===== config.mk =====
export PLATFORM = sky130hd
export DESIGN_NAME = spif_ram
export DESIGN_NICKNAME = d
export VERILOG_FILES = /design/src/rtl/spif_ram.sv
export SDC_FILE = /design/constraint.sdc
export NUM_CORES = 2
export LEC_CHECK = 0
export ABC_AREA = 1
export BUFFER_PORTS_ARGS = -buffer_cell sky130_fd_sc_hd__buf_2
export CELL_PAD_IN_SITES_DETAIL_PLACEMENT = 0
export CELL_PAD_IN_SITES_GLOBAL_PLACEMENT = 1
export CORE_MARGIN = 2
export CORE_UTILIZATION = 52
export DETAILED_ROUTE_END_ITERATION = 10
export PLACE_DENSITY = 0.83
export SYNTH_ARGS = -nofsm -noshare
export SYNTH_HDL_FRONTEND = slang
export SYNTH_SLANG_ARGS = --single-unit
export TNS_END_PERCENT = 5

===== constraint.sdc =====
create_clock -name clock -period 2.1 [get_ports clock]
set_input_delay 0.42 -clock clock [delete_from_list [all_inputs] [get_ports clock]]
set_output_delay 0.42 -clock clock [all_outputs]
set_load 0.01 [all_outputs]

===== src/rtl/spif_ram.sv =====
`timescale 1ns / 1ps
// ---------------------------------------------------------------------------
// spif_ram
// Generic single-port-write, single-port-read RAM with registered read data.
// ---------------------------------------------------------------------------
module spif_ram #(
   parameter int unsigned WIDTH = 8,
   parameter int unsigned DEPTH = 256
) (
   input  logic                     clock,
   input  logic                     wr_en,
   input  logic [$clog2(DEPTH)-1:0] wr_addr,
   input  logic [WIDTH-1:0]         wr_data,
   input  logic                     rd_en,
   input  logic [$clog2(DEPTH)-1:0] rd_addr,
   output logic [WIDTH-1:0]         rd_data
);

   logic [WIDTH-1:0] mem_ff [DEPTH];
   logic [WIDTH-1:0] rd_data_ff;

   always_ff @(posedge clock) begin
      if (wr_en) begin
         mem_ff[wr_addr] <= wr_data;
      end
      if (rd_en) begin
         rd_data_ff <= mem_ff[rd_addr];
      end
   end

   assign rd_data = rd_data_ff;

endmodule


==> summary.md <==
| Metric | Value |
|---|---|
| Cell variety after synth | 13 |
| Clock transition at path regs | 0.06 ns |
| IO Pins | 35 |
| Yosys reg bits | approximately 2100 |
| Core box area | between 0.15 and 0.2 mm2 |
| Synth warn | 0 |
| Fin. max-slew vios | 0 |
| FF-to-FF setup slack | about 0.11 ns |
| R2r startpoint | mem_ff[206][7] |
| Final worst path period share | a little over nine tenths |
| TritonRoute pass-1 iters | 9 |
| Outcome | finished, final reports clean |
| Mean area per synthesized cell | 11.9 um2 |
| Max Freq | 494 MHz |
| Clk_lat worst skew | roughly 0.84 ns |
| Crit-path slowest cell | edfxtp_1 |
| Critical path class | reg2out |
| DR vias | ~57000 |
| Met1 usage | 39.8% |
| Relative slew slack | 53.7% |
| Met3 usage | 4.71% |
| Clock root buffer | clkbuf_16 |
| P per Cell Area | 874 mW/mm2 |
| Post-synth EDFFs | between 2000 and 2500 |
| Top-count cell post-synth | nand2_1 |
| DR WL/cell | roughly 24 um |
| Die H | a little over 400 um |
| Worst R2R End | rd_data[7] |
| Final Hold Viols | 0 |
| Crit-path cells | buf_2 |
| Buffer and inverter count on the worst path | 1 |
| Global route hottest layer | met2 |
| Synth top cells by count | 2123 x nand2_1, 2056 x edfxtp_1, 2019 x nand3_1 |
| Number of global-route vias before repair | ~54000 |
| Initial Util | a little over half |
| Max incr delay on CP | 0.55 ns |
| Std cell rows | 147 |
| Post-CTS Setup Bufs | 0 |
| Crit path DAT | 1.60 ns |
| Hold_sp | wr_data[5] |
| CTS H-tree lvls | 4 |
| Hold WC Path Type | in2reg |
| Top cell type's share of synthesized area | 74.0% |
| Maximum root-to-sink buffer count | 3 |
| Crit-path leading delay family | flip-flops |
| Vias per std cell | 5.90 |
| Sequential area share after synthesis | between 70 and 80% |
| RSZ-0062 raised after global routing | false |
| Max Cap Viol | 0 |
| Final setup viols | 0 |
| DP Cell Count | 9317 |
| Synth Cell Area | between 0.08 and 0.09 mm2 |
| Crit path max fanout | 1 |
| First-pass GRT wire length | 345000 um |
| Share of post-route cells with drive strength above 1 | roughly an eighth |
| Async set or reset register ratio after synthesis | 0% |
| Worst r2r path cells | 11 |
| TritonCTS buffer count | 200 |
| Syn Inst Count | 7003 |
| Non-Filler Instances | 9692 |
| Design area | about 0.1 mm2 |
| Final antenna-violating net count | 0 |
| Syn-to-layout area delta | 16.8% |
| Final WS setup | 0.0760 ns |
| Tmin final | between 2 and 2.5 ns |
| Fin nets | 7466 |
| Pin count of the biggest net entering global routing | 73 |
| Measured slew at the worst slew-check pin | 0.694 ns |
| Final WL | 231000 um |
| RePlAce Congestion | 0.912 |
| Initial antenna violation count | 7 |
| DRC viols | 0 |
| Ys flop type | edfxtp_1 |
| Syn_nets | 7030 |
| Input/output buffers | 34 |
| Pre-CTS setup slack | -0.721 ns |
| DRT iter0 DRCs | 7525 |
| Hold Path Depth | 1 |
| Post-synth top area cell | edfxtp_1 |
| Clock tree from TritonCTS | yes |
| Peak VDD IR | ~0.94 mV |
| Post-Place Cell Area | 0.0912 mm2 |
| Die Width | 405 um |
| Pwr Total | 85200 uW |
| CP endpoint kind | primary output |
| Startpoint types | flop |
| TNS Setup | 0 ns |
| CTS Sinks | around 2100 |
| Area contributors post-synth | edfxtp_1 74%, nand3_1 12%, nand2_1 9.5% |
| Tot GR Track Use | 28.4% |
| Lkg Pwr | 0.0351 uW |
| CP required | approximately 1.7 ns |
| Met2 Track Usage GR | 44.7% |
| Clk_skew | 0.0367 ns |
| Hpwl dp | roughly 140000 um |
| Grt total ovfl | 0 |
| Hold endpoint | mem_ff[101][5] |
| Die ar. | 0.164 mm2 |
-- final cells by class --
class / instances / area (um2)
antenna: 2 / 5.00
clock buffer: 255 / 5300
clock inverter: 112 / 860
fill: 12100 / 62500
inverter: 39 / 180
multi-input combinational: 4425 / 19200
sequential: 2056 / 61700
tap: 2086 / 2610
timing repair buffer: 717 / 7630
-- power by group --
group,leakage (uW),internal [uW],switching (uW)
logic,0.0136,1870,4080
clock network,0.00302,18800,15100
registers,0.0185,45200,49.2
-- timing repair --
action                                 4_1_cts  5_1_grt
setup endpoints to repair                    0        4
gates resized for setup                      0        4
endpoints found under the hold margin       63        0
hold buffers                                 6        0
-- sequential cells by signal, indices dropped and copies added (netlist names) --
register	cells
mem_ff	2048
rd_data	8
-- worst max-delay path by stage --
stage	from	end	slack [ns]	depth (start not counted)
final	rd_data[4]	rd_data[4]	0.08	1
after global routing	mem_ff[214][0]	rd_data[0]	0.002	10
after CTS	rd_data[4]	rd_data[4]	0.05	1
after detailed placement	rd_addr[0]	rd_data[7]	-0.72	15
after global placement	rd_addr[0]	rd_data[3]	-0.74	15
after floorplan	wr_en	mem_ff[162][0]	0.19	4
-- layout by cell type, fill, tap and decap left out --
cell,synthesis,routed
dlygate4sd3_1,0,6
nor2_1,283,283
clkinvlp_4,0,3
inv_4,1,1
buf_12,0,176
buf_8,1,11
clkinv_1,0,47
inv_2,2,1
inv_6,0,3
edfxtp_1,2056,2056
clkinv_4,0,2
nand3_1,2019,2016
clkinv_16,0,2
clkinv_2,0,40
clkbuf_16,0,204
diode_2,0,2
nand3_2,0,3
clkinv_8,0,4
buf_2,268,22
clkbuf_1,112,51
inv_16,0,3
nand2_2,0,3
inv_8,0,3
bufinv_16,0,8
inv_1,36,34
buf_6,16,2
buf_4,46,500
nand2_1,2123,2120
-- kinds of logic after synthesis --
logic type | count (synthesis) | share of synthesized area, %
buffers and inverters | 522 | 3.12
DFF | 2056 | 74.0
and+or+nand+nor | 4425 | 22.9
-- routing by layer --
layer,wire (um),vias to the layer above
li1,-,25800
met3,22600,490
met1,91100,28000
met4,9270,4
met5,27,-
met2,108000,2994
-- per-stage QoR --
step | util (%) | hold slack, ns
6_report | 60.9 | 0.0450
5_1_grt | 60.9 | 0.0397
4_1_cts | 60.9 | 0.00679
3_5_place_dp | 57.0 | 0.734
3_3_place_gp | 57.0 | 0.733
2_1_floorplan | - | 0.519
Note: power is estimated with default switching activity, not from simulation.
